==> config.mk <==
export PLATFORM = sky130hd
export DESIGN_NAME = motion_light_linkage_controller
export DESIGN_NICKNAME = d
export VERILOG_FILES = /design/src/rtl/core/mllc_pkg.sv /design/src/rtl/core/motion_light_linkage_controller.sv /design/src/rtl/core/mllc_regs.sv /design/src/rtl/core/mllc_core.sv
export SDC_FILE = /design/constraint.sdc
export NUM_CORES = 1
export LEC_CHECK = 0
export ABC_CLOCK_PERIOD_IN_PS = 2830
export BUFFER_PORTS_ARGS = -buffer_cell sky130_fd_sc_hd__buf_2
export CORE_ASPECT_RATIO = 0.5
export CORE_MARGIN = 10
export CORE_UTILIZATION = 30
export CTS_BUF_LIST = sky130_fd_sc_hd__clkbuf_8
export DETAILED_ROUTE_END_ITERATION = 12
export GPL_ROUTABILITY_DRIVEN = 1
export PLACE_DENSITY_LB_ADDON = 0.12
export SYNTH_ARGS = -nofsm -noshare
export SYNTH_HDL_FRONTEND = slang
export SYNTH_SLANG_ARGS = --single-unit
==> constraint.sdc <==
create_clock -name clk -period 2.83 [get_ports clk]
set_input_delay 0.1415 -clock clk [delete_from_list [all_inputs] [get_ports clk]]
set_output_delay 0.1415 -clock clk [all_outputs]
set_load 0.005 [all_outputs]
==> src/rtl/core/mllc_pkg.sv <==
// Shared types, codes and reset constants for the motion and light linkage controller.
package mllc_pkg;

	localparam int TimeW = 48;
	localparam int DeadW = TimeW + 1;
	localparam int LevelW = 16;
	localparam int HoldW = 24;
	localparam int CfgDataW = 24;
	localparam int CfgIdxW = 2;

	localparam logic [LevelW-1:0] DarkReset = 16'd80;
	localparam logic [LevelW-1:0] BrightReset = 16'd120;
	localparam logic [HoldW-1:0] MotionHoldReset = 24'd5000;
	localparam logic [HoldW-1:0] FreezeReset = 24'd60000;

	typedef enum logic [2:0] {
		FUNC_SENSOR    = 3'd0,
		FUNC_LED_SET   = 3'd1,
		FUNC_CAM_START = 3'd2,
		FUNC_CAM_STOP  = 3'd3,
		FUNC_USER      = 3'd4
	} func_t;

	typedef enum logic [1:0] {
		OWNER_NONE   = 2'd0,
		OWNER_MANUAL = 2'd1,
		OWNER_AUTO   = 2'd2
	} owner_t;

	typedef enum logic [CfgIdxW-1:0] {
		REG_DARK   = 2'd0,
		REG_BRIGHT = 2'd1,
		REG_HOLD   = 2'd2,
		REG_FREEZE = 2'd3
	} reg_idx_t;

	typedef struct packed {
		logic [LevelW-1:0] dark_threshold;
		logic [LevelW-1:0] bright_threshold;
		logic [HoldW-1:0]  motion_hold_ms;
		logic [HoldW-1:0]  manual_freeze_ms;
	} cfg_t;

	typedef struct packed {
		logic [2:0]        func;
		logic [TimeW-1:0]  now_ms;
		logic              motion;
		logic [LevelW-1:0] als_level;
		logic              led_request;
	} item_t;

	typedef struct packed {
		logic       start_camera;
		logic       stop_camera;
		logic [1:0] start_owner;
		logic       set_led;
		logic       led_drive;
	} res_t;

endpackage

==> src/rtl/core/motion_light_linkage_controller.sv <==
// Top level: input register, event logic and result register.
//
//  channel | direction | handshake          | payload
//  in      | input     | in_valid/in_stall  | func, now_ms, motion, als_level, led_request
//  out     | output    | out_valid/out_stall| start_camera, stop_camera, start_owner, set_led, led_drive
//  cfg     | input     | cfg_we             | cfg_index, cfg_data
//
// One beat per cycle sustained while out_stall stays low; a result passes the input
// register, then the result register, before it is presented on the out channel.
// All state is updated as an item moves
// from the input register to the result register. Reset clears state and restores
// the register defaults; no clearing pass. An out stall holds the result and
// backs up into in_stall only once the input register is also full.
module motion_light_linkage_controller
	import mllc_pkg::*;
(
	input  logic                clk,
	input  logic                arst_n,
	input  logic                cfg_we,
	input  logic [CfgIdxW-1:0]  cfg_index,
	input  logic [CfgDataW-1:0] cfg_data,
	input  logic                in_valid,
	output logic                in_stall,
	input  logic [2:0]          func,
	input  logic [TimeW-1:0]    now_ms,
	input  logic                motion,
	input  logic [LevelW-1:0]   als_level,
	input  logic                led_request,
	output logic                out_valid,
	input  logic                out_stall,
	output logic                start_camera,
	output logic                stop_camera,
	output logic [1:0]          start_owner,
	output logic                set_led,
	output logic                led_drive
);

	cfg_t  cfg;
	logic  valid_s1;
	item_t item_s1;
	logic  out_valid_q;
	res_t  res_q;
	res_t  res;
	logic  advance;
	logic  fire;

	mllc_regs u_regs (
		.clk       (clk),
		.arst_n    (arst_n),
		.cfg_we    (cfg_we),
		.cfg_index (cfg_index),
		.cfg_data  (cfg_data),
		.cfg       (cfg)
	);

	assign advance  = !out_valid_q || !out_stall;
	assign fire     = valid_s1 && advance;
	assign in_stall = valid_s1 && !advance;

	always_ff @(posedge clk or negedge arst_n) begin
		if (!arst_n)
			valid_s1 <= 1'b0;
		else if (!in_stall)
			valid_s1 <= in_valid;
	end

	always_ff @(posedge clk) begin
		if (in_valid && !in_stall) begin
			item_s1.func        <= func;
			item_s1.now_ms      <= now_ms;
			item_s1.motion      <= motion;
			item_s1.als_level   <= als_level;
			item_s1.led_request <= led_request;
		end
	end

	mllc_core u_core (
		.clk    (clk),
		.arst_n (arst_n),
		.cfg    (cfg),
		.item   (item_s1),
		.fire   (fire),
		.res    (res)
	);

	always_ff @(posedge clk or negedge arst_n) begin
		if (!arst_n)
			out_valid_q <= 1'b0;
		else if (advance)
			out_valid_q <= valid_s1;
	end

	always_ff @(posedge clk) begin
		if (fire)
			res_q <= res;
	end

	assign out_valid    = out_valid_q;
	assign start_camera = res_q.start_camera;
	assign stop_camera  = res_q.stop_camera;
	assign start_owner  = res_q.start_owner;
	assign set_led      = res_q.set_led;
	assign led_drive    = res_q.led_drive;

endmodule

==> src/rtl/core/mllc_regs.sv <==
// Configuration register file: thresholds and hold times.
module mllc_regs
	import mllc_pkg::*;
(
	input  logic                clk,
	input  logic                arst_n,
	input  logic                cfg_we,
	input  logic [CfgIdxW-1:0]  cfg_index,
	input  logic [CfgDataW-1:0] cfg_data,
	output cfg_t                cfg
);

	cfg_t cfg_q;

	always_ff @(posedge clk or negedge arst_n) begin
		if (!arst_n) begin
			cfg_q.dark_threshold   <= DarkReset;
			cfg_q.bright_threshold <= BrightReset;
			cfg_q.motion_hold_ms   <= MotionHoldReset;
			cfg_q.manual_freeze_ms <= FreezeReset;
		end else if (cfg_we) begin
			case (reg_idx_t'(cfg_index))
				REG_DARK:   cfg_q.dark_threshold   <= cfg_data[LevelW-1:0];
				REG_BRIGHT: cfg_q.bright_threshold <= cfg_data[LevelW-1:0];
				REG_HOLD:   cfg_q.motion_hold_ms   <= cfg_data[HoldW-1:0];
				REG_FREEZE: cfg_q.manual_freeze_ms <= cfg_data[HoldW-1:0];
				default: ;
			endcase
		end
	end

	assign cfg = cfg_q;

endmodule

==> src/rtl/core/mllc_core.sv <==
// Camera and LED state with the per-event update and result logic.
module mllc_core
	import mllc_pkg::*;
(
	input  logic  clk,
	input  logic  arst_n,
	input  cfg_t  cfg,
	input  item_t item,
	input  logic  fire,
	output res_t  res
);

	logic             running_q;
	owner_t           owner_q;
	logic [DeadW-1:0] deadline_q;
	logic             led_q;
	logic [DeadW-1:0] freeze_q;

	logic             running_d;
	owner_t           owner_d;
	logic [DeadW-1:0] deadline_d;
	logic             led_d;
	logic [DeadW-1:0] freeze_d;

	logic [DeadW-1:0] now_x;
	logic [DeadW-1:0] hold_sum;
	logic [DeadW-1:0] freeze_sum;

	assign now_x      = {1'b0, item.now_ms};
	assign hold_sum   = now_x + {{(DeadW-HoldW){1'b0}}, cfg.motion_hold_ms};
	assign freeze_sum = now_x + {{(DeadW-HoldW){1'b0}}, cfg.manual_freeze_ms};

	always_comb begin
		running_d  = running_q;
		owner_d    = owner_q;
		deadline_d = deadline_q;
		led_d      = led_q;
		freeze_d   = freeze_q;
		res        = '0;
		case (func_t'(item.func))
			FUNC_SENSOR: begin
				if (item.motion) begin
					deadline_d = hold_sum;
					if (!running_q) begin
						running_d        = 1'b1;
						owner_d          = OWNER_AUTO;
						res.start_camera = 1'b1;
						res.start_owner  = OWNER_AUTO;
					end
				end else if (running_q && owner_q == OWNER_AUTO && now_x >= deadline_q) begin
					running_d       = 1'b0;
					owner_d         = OWNER_NONE;
					res.stop_camera = 1'b1;
				end
				if (now_x >= freeze_q) begin
					if (!led_q && item.als_level <= cfg.dark_threshold) begin
						led_d         = 1'b1;
						res.set_led   = 1'b1;
						res.led_drive = 1'b1;
					end else if (led_q && item.als_level >= cfg.bright_threshold) begin
						led_d       = 1'b0;
						res.set_led = 1'b1;
					end
				end
			end
			FUNC_LED_SET: begin
				led_d = item.led_request;
				if (item.now_ms != '0)
					freeze_d = freeze_sum;
			end
			FUNC_CAM_START, FUNC_USER: begin
				running_d  = 1'b1;
				owner_d    = OWNER_MANUAL;
				deadline_d = '0;
			end
			FUNC_CAM_STOP: begin
				running_d  = 1'b0;
				owner_d    = OWNER_NONE;
				deadline_d = '0;
			end
			default: ;
		endcase
	end

	always_ff @(posedge clk or negedge arst_n) begin
		if (!arst_n) begin
			running_q  <= 1'b0;
			owner_q    <= OWNER_NONE;
			deadline_q <= '0;
			led_q      <= 1'b0;
			freeze_q   <= '0;
		end else if (fire) begin
			running_q  <= running_d;
			owner_q    <= owner_d;
			deadline_q <= deadline_d;
			led_q      <= led_d;
			freeze_q   <= freeze_d;
		end
	end

endmodule

# Word-level counts from Yosys, hierarchy flattened
# Index checks and enable logic that the tools add are counted.
[word_totals]
regBits = 259
in_bits = 100
elab_cells = 93
[op_classes]
add_sub_neg = 2
n_lt_le_gt_ge = 4
eq_ne = 13
mux = 19
bitwise_logic = 1
n_reduce_logical = 33
[ops]
columns = ["operator", "n"]
rows = [
  ["$add A48 B24 Y49", 2],
  ["$ge A48 B49 Y1", 2],
  ["$pmux W49 S2", 1],
  ["$mux W49", 1],
  ["$reduce_bool A48 Y1", 1],
  ["$ge A16 B16 Y1", 1],
  ["$le A16 B16 Y1", 1],
  ["$reduce_and A2 Y1", 6],
  ["$mux W1", 10],
  ["$reduce_and A3 Y1", 3],
  ["$mux W2", 4],
  ["$reduce_and A4 Y1", 2],
  ["$logic_and A1 B1 Y1", 7],
  ["$eq A2 B2 Y1 const B", 3],
  ["$eq A3 B2 Y1 const B", 2],
  ["$pmux W2 S3", 1],
  ["$logic_not A1 Y1", 5],
  ["$reduce_bool A2 Y1", 2],
  ["$reduce_or A2 Y1", 2],
  ["$eq A3 B1 Y1 const B", 1],
  ["$eq A3 B3 Y1 const B", 1],
  ["$logic_not A3 Y1", 1],
  ["$ne A3 B1 Y1 const B", 1],
  ["$ne A3 B2 Y1 const B", 1],
  ["other kinds (11)", 11],
]

# Logic depth before layout (Yosys ltp)
# Gate-level depths: netlist (run 1).
[depth]
ltp_word = 6
mapped_depth = 12

# Hierarchy
# From an unflattened synthesis (run 1), not the netlist that was laid out.
[unflattened]
hier_cells = 1638
hier_area_um2 = 16455.8
[modules_own_cells]
columns = ["mod", "n_inst", "cells_per_inst", "area_each_um2", "seq_area_each_um2"]
rows = [
  ["mllc_core", 1, 1385, 11076.9, 2552.4],
  ["mllc_regs", 1, 170, 3034.2, 2024.4],
  ["motion_light_linkage_controller", 1, 83, 2344.7, 2302.2],
]

# Least setup slack after synthesis (run 1)
# No wires, ideal clock.
[synth_timing]
path_type = "register -> register"
from = "register item_s1[18] (netlist bit)"
to = "register u_core.freeze_q[30]"
setup_time_ns = 0.138
t_arrival_ns = 2.504
required_time_ns = 2.692
slack_ns = 0.188
stages_incl_launch_ff = 13
path_buffers = 1
path_cell_list = "edfxtp_1 -> ha_1 -> inv_1 -> fa_1 -> nor2b_1 -> o31a_1 -> o31a_1 -> o311a_1 -> o211ai_2 -> buf_4 -> a211oi_1 -> xnor2_1 -> o21ai_0"
[synth_between]
elab_chain_len = 2
elab_cells_between_ends = 3
classes_between = "add/sub (1); reduce/logical (2)"
[synth_lines]
columns = ["item", "line_no", "text"]
rows = [
  ["from (decl)", "motion_light_linkage_controller.sv:40", "item_t item_s1;"],
  ["parallel branches: the longest is 2 deep, another holds $add A48 B24 Y49", "n/a", ""],
  ["to (signal assigned)", "mllc_core.sv:97", "freeze_q <= freeze_d;"],
  ["to (decl)", "mllc_core.sv:17", "logic [DeadW-1:0] freeze_q;"],
]
# Parallel ways; which one is timed is not known.
# A chain may end at the register's enable or synchronous reset.

# Final worst setup path (run 1)
[layout_timing]
from = "register item_s1[18] (netlist bit)"
to = "register u_core.deadline_q[24]"
[layout_between]
elab_chain_len = 3
[layout_lines]
columns = ["item", "line_no", "text"]
rows = [
  ["$add A48 B24 Y49", "mllc_core.sv:30", "assign hold_sum = now_x + {{(DeadW-HoldW){1'b0}}, cfg.motion_hold_ms};"],
  ["$mux W49", "mllc_core.sv:42", "if (item.motion) begin"],
  ["$pmux W49 S2", "mllc_core.sv:40", "case (func_t'(item.func))"],
  ["to (signal assigned)", "mllc_core.sv:95", "deadline_q <= deadline_d;"],
  ["to (decl)", "mllc_core.sv:15", "logic [DeadW-1:0] deadline_q;"],
]
# No other way between the ends. The select of a mux whose other input is x is not followed.

==> metrics.md, run 1 <==
| Metric | Value |
|---|---|
| Run status | `finished with violations` |
| Violated checks | `setup timing` |
| DR iter-0 viols | `between 600 and 700` |
| Ys Warns | `0` |
| Vias | `~13000` |
| Maxcap violations | `0` |
| Reg2reg setup slack | `-0.05 ns` |
| CTS tree | `done` |
| Placer Congestion | `roughly 0.81` |
| Actual slew at the worst max-slew pin | `approximately 0.71 ns` |
| RSZ-0062 raised after global routing | `true` |
| DP Area | `about 19000 um^2` |
| Pin count of the biggest net entering global routing | `70` |
| 1st-pass router iterations | `5` |
| Met1 GRT Util | `between 20% and 30%` |
| Syn nets | `1888` |
| Synth area leader | `dfrtp_1` |
| Register area share after synthesis | `between 40% and 50%` |
| Routed WL | `50.26 mm` |
| Layout cell share with drive strength beyond 1 | `26.58%` |
| Routed Antenna Nets | `0` |
| Total gr overflow | `0` |
| Crit-path max FO | `4` |
| FF+latch count, synth | `257` |
| Area taken by multi-input logic gates | `8843 um^2` |
| Total CTS buffers | `44` |
| Power consumption | `~13 mW` |
| Overall global routing resource usage | `15.70%` |
| DR vias/cell | `between 4 and 5` |
| Busiest grt layer | `met2` |
| WP data arrival | `around 3.4 ns` |
| Finished layout cell area | `about 21000 um^2` |
| Die Ht | `around 180 um` |
| Setup ws final | `-0.04748 ns` |
| Max-slew violation count | `0` |
| Area Growth Syn to Fin | `31.56%` |
| Slew Limit Headroom | `between 50% and 60%` |
| Placed cell count | `roughly 2500` |
| Endpoints failing hold | `0` |
| Initial antenna violation count | `0` |
| Period utilization | `101.7%` |
| Worst clock skew | `0.01808 ns` |
| Pre-CTS setup slack | `-0.2483 ns` |
| Count leader, synth | `ha_1` |
| Fmax | `0.3475 GHz` |
| # clock sinks | `~260` |
| IO Port Bufs | `around 110` |
| CTS root buffer | `clkbuf_8` |
| Share of Yosys cell area claimed by the top area cell type | `approximately 26%` |
| Die footprint | `around 64000 um^2` |
| FILL cells | `between 5000 and 6000` |
| Final net count | `~2300` |
| Synth top area cells | `dfrtp_1 26%, ha_1 14%, edfxtp_1 14%` |
| Post-synth EDFFs | `73` |
| Vias in the first global route | `approximately 14000` |
| Synth Flop Type | `dfrtp_1` |
| Synth Instances | `between 1500 and 2000` |
| Tmin final | `2.877 ns` |
| H-Tree Depth | `2` |
| Met3 Use GR | `between 2 and 3%` |
| Fin cells | `2722` |
| Static Leak | `9.298 nW` |
| Cell Rows | `59` |
| Syn Area/Cell | `slightly below 10 um^2` |
| Power Dens Cells | `slightly above 600 nW/um^2` |
| Maximum vdd drop | `between 0.3 and 0.4 mV` |
| Detailed placer's ending HPWL | `36.78 mm` |
| Worst hold-check path type | `in2async` |
| CP startpoint kind | `flop` |
| Clk buf depth | `3` |
| Crit end category | `flop` |
| Core area | `around 52000 um^2` |
| Register area | `just under 7000 um^2` |
| Asr flop ratio synth | `between 70% and 80%` |
| Yosys cell types | `83` |
| Worst-Skew Late Latency | `roughly 0.6 ns` |
| Worst path required time | `3.31 ns` |
| Die Span X | `around 350 um` |
| Clock-pin slew of the registers on the worst-case setup and hold paths | `0.06 ns` |
| Residual DRC count | `0` |
| Critical path class | `reg2reg` |
| Post-synth top cells | `176 x ha_1, 171 x nand2_1, 166 x dfrtp_1, 153 x inv_1, 125 x o21ai_0` |
| Syn Std Cell Area | `16000 um^2` |
| Final Setup Violations | `3` |
| First-pass GRT wire length | `between 70 and 80 mm` |
| Starting Density | `a little under a third` |
| Met2 usage | `about a quarter` |
| I/O pin count | `roughly 110` |
| Wirelength per Cell | `approximately 18 um` |
==> final timing paths <==
check                                    from                     to  cells past startpoint
setup / recovery                  item_s1[18]  u_core.deadline_q[24]                     14
hold / removal                         arst_n         u_regs.cfg[65]                      2
setup reg to reg                  item_s1[18]  u_core.deadline_q[24]                     14
hold reg to reg            u_core.freeze_q[4]     u_core.freeze_q[4]                      1
max in group asynchronous              arst_n  u_core.deadline_q[29]                      3
min in group clk                 cfg_index[0]         u_regs.cfg[70]                      5
==> timing repair <==
| item | CTS | global route |
|---|---|---|
| endpoints found under the hold margin | 212 | 0 |
| pin swaps | 18 | 42 |
| buffers inserted | 8 | 12 |
| setup endpoints to repair | 43 | 73 |
| hold buffers | 97 | 0 |
| gates resized for setup | 43 | 78 |
==> through the flow <==
step	utilization [%]	hold WS, ns	setup TNS (ns)
detailed placement	35.49	0.2008	-3.421
global placement	35.49	0.2054	-2.992
CTS	39.43	0.03410	-0.1681
floorplan	-	-0.1541	0
global route	40.22	0.09176	-1.744
finish	40.23	0.09653	-0.07295
==> registers in the layout, indices dropped and copies added, names as in the netlist <==
register	flops
item_s1	69
led_drive	1
out_valid	1
set_led	1
start_owner	1
stop_camera	1
u_core.deadline_q	49
u_core.freeze_q	49
u_core.led_q	1
u_core.owner_q	2
u_core.running_q	1
u_regs.cfg	80
valid_s1	1
==> power by group <==
part,internal (mW),leakage (nW),switching (mW)
Sequential,4.50,2.99,0.402
Combinational,2.16,5.82,2.50
Clock,1.67,0.488,1.70
Total,8.32,9.30,4.60
==> critical path, cell delays in order (launching register included) <==
cell and delay, ns:
edfxtp_1 0.41, buf_6 0.14, ha_4 0.15, inv_2 0.04, fa_2 0.19, nor2b_2 0.05
o31a_1 0.27, o211a_1 0.27, o211ai_1 0.29, buf_4 0.20, nand3_4 0.13, a31oi_4 0.26
buf_6 0.12, xor2_1 0.14, o21ai_1 0.08
==> kinds of logic (layout without fill, tap and decap cells) <==
kind of cell	count (synthesis)	count (layout)	share of synthesized area (%)
flops	257	257	42.61
simple gates	398	398	12.28
buf+inv	214	624	5.254
xor+xnor	73	73	3.995
fa+ha+maj	178	178	14.01
compound gates	418	418	16.85
mux	71	71	4.980
other cells	1	2	0.02343
==> placed cells by master (no fill, tap or decap), drive strengths merged, types with 18 or more instances in the layout <==
cell         count
dfstp           18
xor2            34
xnor2           39
dlygate4sd3     97
dfrtp          166
ha             176
nor4            20
edfxtp          73
nor2            53
a211oi          23
nand2          171
clkbuf          53
inv            168
a21oi           79
nand4           29
nor3            25
buf            293
a21o            49
nand3           31
mux2            69
o21ai          145
==> final cells by class <==
cell class,instances,area share (%)
Multi-Input combinational cell,1139,42.00
Sequential cell,257,32.39
Timing Repair Buffer,391,14.73
Tap cell,701,4.166
Clock buffer,52,3.399
Inverter,153,2.728
Clock inverter,28,0.5764
Antenna cell,1,0.01188
==> per-layer routing <==
metal / wire length, um / vias to the layer above
met2: 22940 / 146
li1: - / 6572
met5: 0 / -
met1: 25110 / 6301
met3: 1508 / 54
met4: 697 / 0
Power figures use the tool's default switching activity.
==> inputs of run 2 (changes only) <==
--- a/config.mk
+++ b/config.mk
@@ -7,12 +7,14 @@
 export LEC_CHECK = 0
 export ABC_CLOCK_PERIOD_IN_PS = 2830
 export BUFFER_PORTS_ARGS = -buffer_cell sky130_fd_sc_hd__buf_2
+export CAP_MARGIN = 25
 export CORE_ASPECT_RATIO = 0.5
 export CORE_MARGIN = 10
-export CORE_UTILIZATION = 30
+export CORE_UTILIZATION = 57
 export CTS_BUF_LIST = sky130_fd_sc_hd__clkbuf_8
 export DETAILED_ROUTE_END_ITERATION = 12
 export GPL_ROUTABILITY_DRIVEN = 1
+export GPL_TIMING_DRIVEN = 0
 export PLACE_DENSITY_LB_ADDON = 0.12
 export SYNTH_ARGS = -nofsm -noshare
 export SYNTH_HDL_FRONTEND = slang
==> run 2 against run 1 <==
Net effect:
- clock power decreased by 6%
- clock skew grew 0.010 ns
- largest power group unchanged
- via count rose by 6.3%
- final area decreased by 3.5%
- highest routed layer unchanged
- critical endpoint is now u_core.freeze_q[24]
- global-route usage up 9.7 points
- the run still ends with setup timing left
- non-clock buffer count down 45
==> metrics.md, run 2 (synthesized netlist as in run 1, its figures left out) <==
| Metric | Value |
|---|---|
| Overall global routing resource usage | `between 20% and 30%` |
| Antenna diodes | `0` |
| Period utilization | `108.7%` |
| Area Growth Syn to Fin | `26.99%` |
| RSZ-0062 raised after global routing | `true` |
| Routed Antenna Nets | `0` |
| Leading cell type in the layout, fill and taps excluded | `nand2_1` |
| Core area | `about 28000 um^2` |
| P_int | `8.202 mW` |
| Max-slew violation count | `0` |
| Gate power share | `a little over a third` |
| Worst path buffer plus inverter count | `2` |
| Clock-pin slew of the registers on the worst-case setup and hold paths | `~0.070 ns` |
| Maximum vdd drop | `0.4229 mV` |
| 1st-pass router iterations | `6` |
| R2r worst-path depth | `12` |
| Run status | `finished with violations` |
| Critical R2R Launch | `item_s1[18]` |
| FILL cells | `2049` |
| Die footprint | `between 30000 and 40000 um^2` |
| Static Leak | `between 8 and 9 nW` |
| CP Launch Point | `item_s1[18]` |
| Clk network pwr share | `24.8%` |
| Area taken by multi-input logic gates | `approximately 9000 um^2` |
| Routed WL | `roughly 47 mm` |
| Power Dens Cells | `629.5 nW/um^2` |
| CP peak stage delay | `roughly 0.44 ns` |
| Slew Limit Headroom | `approximately two fifths` |
| Clk buf depth | `3` |
| CP startpoint kind | `flop` |
| Final net count | `between 2000 and 2500` |
| Pin count of the biggest net entering global routing | `between 90 and 100` |
| Register area | `roughly 6800 um^2` |
| Vias in the first global route | `about 14000` |
| H-Tree Depth | `2` |
| Initial antenna violation count | `0` |
| Reg2reg setup slack | `-0.25 ns` |
| Switching share of power | `a little over a third` |
| CTS root buffer | `clkbuf_8` |
| Endpoints failing hold | `0` |
| Detailed placer's ending HPWL | `around 33 mm` |
| Starting Density | `around 58%` |
| DR iter-0 viols | `~1200` |
| Total gr overflow | `0` |
| Setup ws final | `-0.2456 ns` |
| WP data arrival | `about 3.5 ns` |
| Fmax | `roughly 0.33 GHz` |
| Largest register FFs | `80` |
| Placer Congestion | `0.9557` |
| # clock sinks | `257` |
| Worst clock skew | `roughly 0.028 ns` |
| Vias | `approximately 14000` |
| Cell Rows | `43` |
| Critical path, cell by cell | `ha_2 -> inv_2 -> fa_2 -> nor2b_2 -> o31a_1 -> o31a_1 -> o311a_4 -> o211ai_4 -> buf_6 -> a21o_1 -> xnor2_1 -> mux2_4` |
| Worst-Skew Late Latency | `about 0.57 ns` |
| Critical path class | `reg2reg` |
| End of the critical path | `u_core.freeze_q[24]` |
| Worst path required time | `~3.3 ns` |
| Most used cell, CP | `o31a_1` |
| CP Depth | `12` |
| First-pass GRT wire length | `between 70 and 80 mm` |
| R2r endpoint | `u_core.freeze_q[24]` |
| IO Port Bufs | `about 110` |
| Final core occ | `73.49%` |
| Power consumption | `~13 mW` |
| Switching pwr | `between 4 and 5 mW` |
| Final hold slack | `0.03963 ns` |
| Crit-path max FO | `3` |
| DR vias/cell | `between 5 and 6` |
| Cell family with most CP delay | `compound AO/OA/AOI/OAI gates` |
| Die Ht | `~140 um` |
| Total CTS buffers | `39` |
| CTS tree | `done` |
| I/O pin count | `108` |
| Final Setup Violations | `35` |
| Tmin final | `just over 3 ns` |
| Slowest cell on crit path | `o311a_4` |
| Crit end category | `flop` |
| Worst hold-check path type | `in2reg` |
| Wirelength per Cell | `just over 20 um` |
| Sequential share of power | `between 30% and 40%` |
| Layout cell share with drive strength beyond 1 | `around a quarter` |
| Maxcap violations | `0` |
| Most frequent cells in the layout | `168 x nand2_1, 166 x dfrtp_1, 160 x inv_1, 160 x ha_1, 115 x buf_2` |
| Violated checks | `setup timing` |
| Residual DRC count | `0` |
| Die Span X | `257.0 um` |
| Actual slew at the worst max-slew pin | `between 0.9 and 1 ns` |
## run 2: through the flow
| stage | setup WS, ns | setup TNS [ns] | instances | cell area, um^2 |
|---|---|---|---|---|
| 2_1_floorplan | 0.1880 | 0 | 1610 | 16000 |
| 3_3_place_gp | -1.496 | -340.54 | 2098 | 17010 |
| 3_5_place_dp | -0.9671 | -48.12 | 2100 | 17080 |
| 4_1_cts | -0.2326 | -3.902 | 2311 | 19450 |
| 5_1_grt | -0.3468 | -6.458 | 2348 | 20320 |
| 6_report | -0.2456 | -3.035 | 2348 | 20320 |
## run 2: worst min path at each step
| stage | start | end | slack [ns] | cells past startpoint |
|---|---|---|---|---|
| floorplan | arst_n | out_valid | -0.15 | 0 |
| global placement | now_ms[16] | item_s1[34] | 0.32 | 1 |
| detailed placement | arst_n | u_regs.cfg[64] | 0.22 | 1 |
| CTS | cfg_index[0] | u_regs.cfg[64] | 0.002 | 3 |
| global route | cfg_index[0] | u_regs.cfg[64] | 0.03 | 3 |
| finish | cfg_index[0] | u_regs.cfg[64] | 0.04 | 3 |
## run 2: worst register-to-register path, delay by kind of cell, from the launching register on
family | cells | cell delay, ns
multiplexers | 1 | 0.27
AND/OR/NAND/NOR | 1 | 0.05
buffers and inverters | 2 | 0.23
adder cells (fa/ha/maj) | 2 | 0.42
XOR/XNOR | 1 | 0.09
AO/OA/AOI/OAI | 5 | 1.46
flip-flops | 1 | 0.42
## run 2: cell type report
type                            count  area share [%]
Clock buffer                       45           3.047
Buffer                             58           1.391
Inverter                          153           2.838
Multi-Input combinational cell   1139           44.94
Clock inverter                     26          0.7696
Tap cell                          382           2.352
Sequential cell                   257           33.55
Timing Repair Buffer              288           11.11
## run 2: power by group through the flow
stage | sequential (mW) | clock (mW) | combinational (mW)
finish | 4.93 | 3.18 | 4.68
detailed placement | 5.00 | 0 | 3.73
global placement | 4.98 | 0 | 3.54
floorplan | 4.83 | 0 | 2.74
CTS | 4.91 | 3.21 | 4.15
global route | 5.00 | 3.40 | 5.18
## run 2: layer usage
metal / up-vias / GRT usage [%] / wire, um
li1: 6462 / - / -
met1: 6778 / 34.04 / 20440
met2: 552 / 41.75 / 22110
met3: 100 / 4.523 / 3774
met4: 0 / 6.813 / 1143
met5: - / 0 / 0
## run 2: timing repair
action                                 4_1_cts  5_1_grt
pin swaps                                   24       62
hold buffers                                97        0
setup endpoints to repair                   81       82
gates resized for setup                     68      128
endpoints found under the hold margin      230        0
gates cloned                                 1        1
buffers inserted                            42       39
==> inputs of run 3 (changes only) <==
--- a/config.mk
+++ b/config.mk
@@ -18,4 +18,5 @@
 export PLACE_DENSITY_LB_ADDON = 0.12
 export SYNTH_ARGS = -nofsm -noshare
 export SYNTH_HDL_FRONTEND = slang
+export SYNTH_HIERARCHICAL = 1
 export SYNTH_SLANG_ARGS = --single-unit
==> run 3 against run 2 <==
Net effect:
- the run still ends with setup timing left
- synthesized area grew 2.8%
- critical path type unchanged
- critical path depth is 1 lower
- flip-flop and latch count rose by 2
- largest power group is now combinational cells
- sequential power up 6.3%
- via count increased by 8.5%
- global-route usage is 3.0 points higher
- synthesized cell count rose by 1.7%
==> metrics.md, run 3 <==
| Metric | Value |
|---|---|
| Run status | `finished with violations` |
| Violated checks | `setup timing` |
| Syn Std Cell Area | `roughly 16000 um^2` |
| Worst hold-check path type | `in2reg` |
| Initial antenna violation count | `1` |
| Crit end category | `flop` |
| Reg2reg setup slack | `-0.25 ns` |
| Adder-cell area share of the yosys netlist | `13.63%` |
| Pin count of the biggest net entering global routing | `around 100` |
| Residual DRC count | `0` |
| DP Area | `roughly 18000 um^2` |
| Synth Instances | `1638` |
| Final hold slack | `around 0.066 ns` |
| Multiplexer share of the synthesized area | `~5.7%` |
| Hold Path Depth | `3` |
| DR iter-0 viols | `between 1500 and 2000` |
| Share of Yosys cell area claimed by the top area cell type | `around 25%` |
| Vias in the first global route | `about 15000` |
| Overall global routing resource usage | `28.42%` |
| FILL cells | `around 1900` |
| Finished layout cell area | `about 21000 um^2` |
| Cell Rows | `43` |
| Routed WL | `around 54 mm` |
| Critical R2R Launch | `item_s1[18]` |
| Synth Flop Type | `dfrtp_1` |
| Detailed placer's ending HPWL | `approximately 36 mm` |
| Die Span X | `260.3 um` |
| Routed Antenna Nets | `0` |
| Static Leak | `about 9.6 nW` |
| Clock-pin slew of the registers on the worst-case setup and hold paths | `~0.080 ns` |
| Power Dens Cells | `661.3 nW/um^2` |
| Core area | `~28000 um^2` |
| Synth Area in Simple Gates | `about 14%` |
| CTS tree | `done` |
| Worst path required time | `between 3 and 4 ns` |
| Total gr overflow | `0` |
| IO Port Bufs | `107` |
| Post-synth EDFFs | `75` |
| Starting Density | `58.59%` |
| Tmin final | `slightly above 3 ns` |
| Worst clock skew | `0.02662 ns` |
| Largest register FFs | `80` |
| Maxcap violations | `0` |
| Final net count | `about 2300` |
| R2r worst-path depth | `11` |
| End of the critical path | `u_core/deadline_q[26]` |
| Slew Limit Headroom | `32.84%` |
| Die Ht | `between 100 and 150 um` |
| I/O pin count | `108` |
| Period utilization | `108.9%` |
| CP Launch Point | `item_s1[18]` |
| XOR/XNOR Fraction of Synth Area | `about 1.8%` |
| Largest family of logic cells by synthesized area | `compound AO/OA/AOI/OAI gates` |
| Syn Area/Cell | `between 10 and 15 um^2` |
| Post-Route Setup TNS | `-6.045 ns` |
| First-pass GRT wire length | `around 82 mm` |
| Worst-Skew Late Latency | `around 0.59 ns` |
| Die footprint | `36480 um^2` |
| R2r endpoint | `u_core/deadline_q[26]` |
| # clock sinks | `259` |
| Fmax | `0.3244 GHz` |
| Max-slew violation count | `0` |
| Wirelength per Cell | `about 23 um` |
| Post-synth top cells | `176 x ha_1, 166 x dfrtp_1, 146 x inv_1, 120 x nand2_1, 99 x o21ai_0` |
| 1st-pass router iterations | `7` |
| H-Tree Depth | `2` |
| Syn nets | `approximately 1900` |
| Total CTS buffers | `40` |
| Clk buf depth | `3` |
| WP data arrival | `about 3.5 ns` |
| Post-synthesis compound-gate area fraction | `around 18%` |
| Layout cell share with drive strength beyond 1 | `approximately 29%` |
| DR vias/cell | `between 6 and 7` |
| Critical path class | `reg2reg` |
| Actual slew at the worst max-slew pin | `approximately 1 ns` |
| Final core occ | `between 70% and 80%` |
| Placer Congestion | `about 0.95` |
| RSZ-0062 raised after global routing | `true` |
| Asr flop ratio synth | `between 70% and 80%` |
| Power consumption | `roughly 14 mW` |
| Count leader, synth | `ha_1` |
| Vias | `about 15000` |
| Endpoints failing hold | `0` |
| Yosys cell types | `between 80 and 90` |
| Antenna diodes | `0` |
| Ys Warns | `6` |
| CP startpoint kind | `flop` |
| FF+latch count, synth | `roughly 260` |
| Leading cell type in the layout, fill and taps excluded | `dfrtp_1` |
| Setup ws final | `-0.2530 ns` |
| Synth area leader | `dfrtp_1` |
| CTS root buffer | `clkbuf_8` |
| Maximum vdd drop | `~0.46 mV` |
| Register area share after synthesis | `41.80%` |
| Most frequent cells in the layout | `166 x dfrtp_1, 160 x inv_1, 152 x ha_1` |
| Crit-path max FO | `5` |
| Final Setup Violations | `53` |
| Area Growth Syn to Fin | `29.97%` |
| Synth top area cells | `dfrtp_1 25%, edfxtp_1 14%, ha_1 13%` |
## run 3: worst min-delay path by stage
stage,slack [ns],startpoint,end
6_report,0.07,cfg_index[0],u_regs/cfg[71]
3_5_place_dp,0.19,arst_n,u_regs/cfg[73]
4_1_cts,0.02,cfg_index[0],u_regs/cfg[76]
3_3_place_gp,0.32,als_level[4],item_s1[5]
5_1_grt,0.04,cfg_index[0],u_regs/cfg[76]
2_1_floorplan,-0.15,arst_n,out_valid
## run 3: layout make-up
class                           instances  area, um^2  area share [%]
Tap cell                              382       478.0           2.235
Inverter                              146       548.0           2.562
Timing Repair Buffer                  317        2507           11.72
Clock inverter                         28       120.1          0.5616
Sequential cell                       259        6879           32.17
Clock buffer                           45       619.3           2.896
Buffer                                 70       466.7           2.182
Multi-Input combinational cell       1159        9768           45.67
## run 3: power by group
group | total, mW | leakage, nW | switching (mW) | internal [mW]
clock | 3.07 | 0.437 | 1.61 | 1.46
combinational | 5.83 | 6.20 | 3.16 | 2.67
sequential | 5.24 | 2.93 | 0.531 | 4.71
total | 14.1 | 9.57 | 5.29 | 8.85
## run 3: logic make-up (layout without fill, tap and decap cells)
family | count (synthesis) | after routing
xor+xnor | 34 | 34
fa+ha+maj | 178 | 178
simple gates | 424 | 424
buf+inv | 220 | 606
other cells | 1 | 1
mux | 84 | 84
flops | 259 | 259
compound gates | 438 | 438
## run 3: metrics by stage
| stage | std cells | setup slack (ns) |
|---|---|---|
| 6_report | 2406 | -0.2530 |
| 5_1_grt | 2406 | -0.3185 |
| 4_1_cts | 2366 | -0.09372 |
| 3_5_place_dp | 2130 | -0.9260 |
| 3_3_place_gp | 2127 | -1.498 |
| 2_1_floorplan | 1638 | 0.07025 |
## run 3: critical path, stage by stage (launching register included)
cell      delay (ns)
edfxtp_1        0.44
ha_2            0.23
fa_2            0.40
a211oi_2        0.25
o21bai_1        0.13
a21oi_2         0.23
o22ai_4         0.13
a21oi_2         0.21
a311o_1         0.36
buf_6           0.20
mux2i_1         0.24
o211ai_1        0.13
## run 3: repair_timing
| action | CTS | global route |
|---|---|---|
| endpoints found under the setup margin | 105 | 103 |
| gates resized for setup | 122 | 180 |
| gates cloned | 3 | 3 |
| pin swaps | 40 | 81 |
| hold buffers | 97 | 0 |
| hold endpoints to repair | 235 | 0 |
| setup buffers | 65 | 38 |
## run 3: metal layers
metal | vias to the layer above | wire (um) | global-route usage (%)
li1 | 6794 | - | -
met1 | 7315 | 22000 | 36.39
met2 | 790 | 24740 | 45.35
met3 | 174 | 5046 | 6.850
met4 | 0 | 2466 | 12.11
met5 | - | 0 | 0
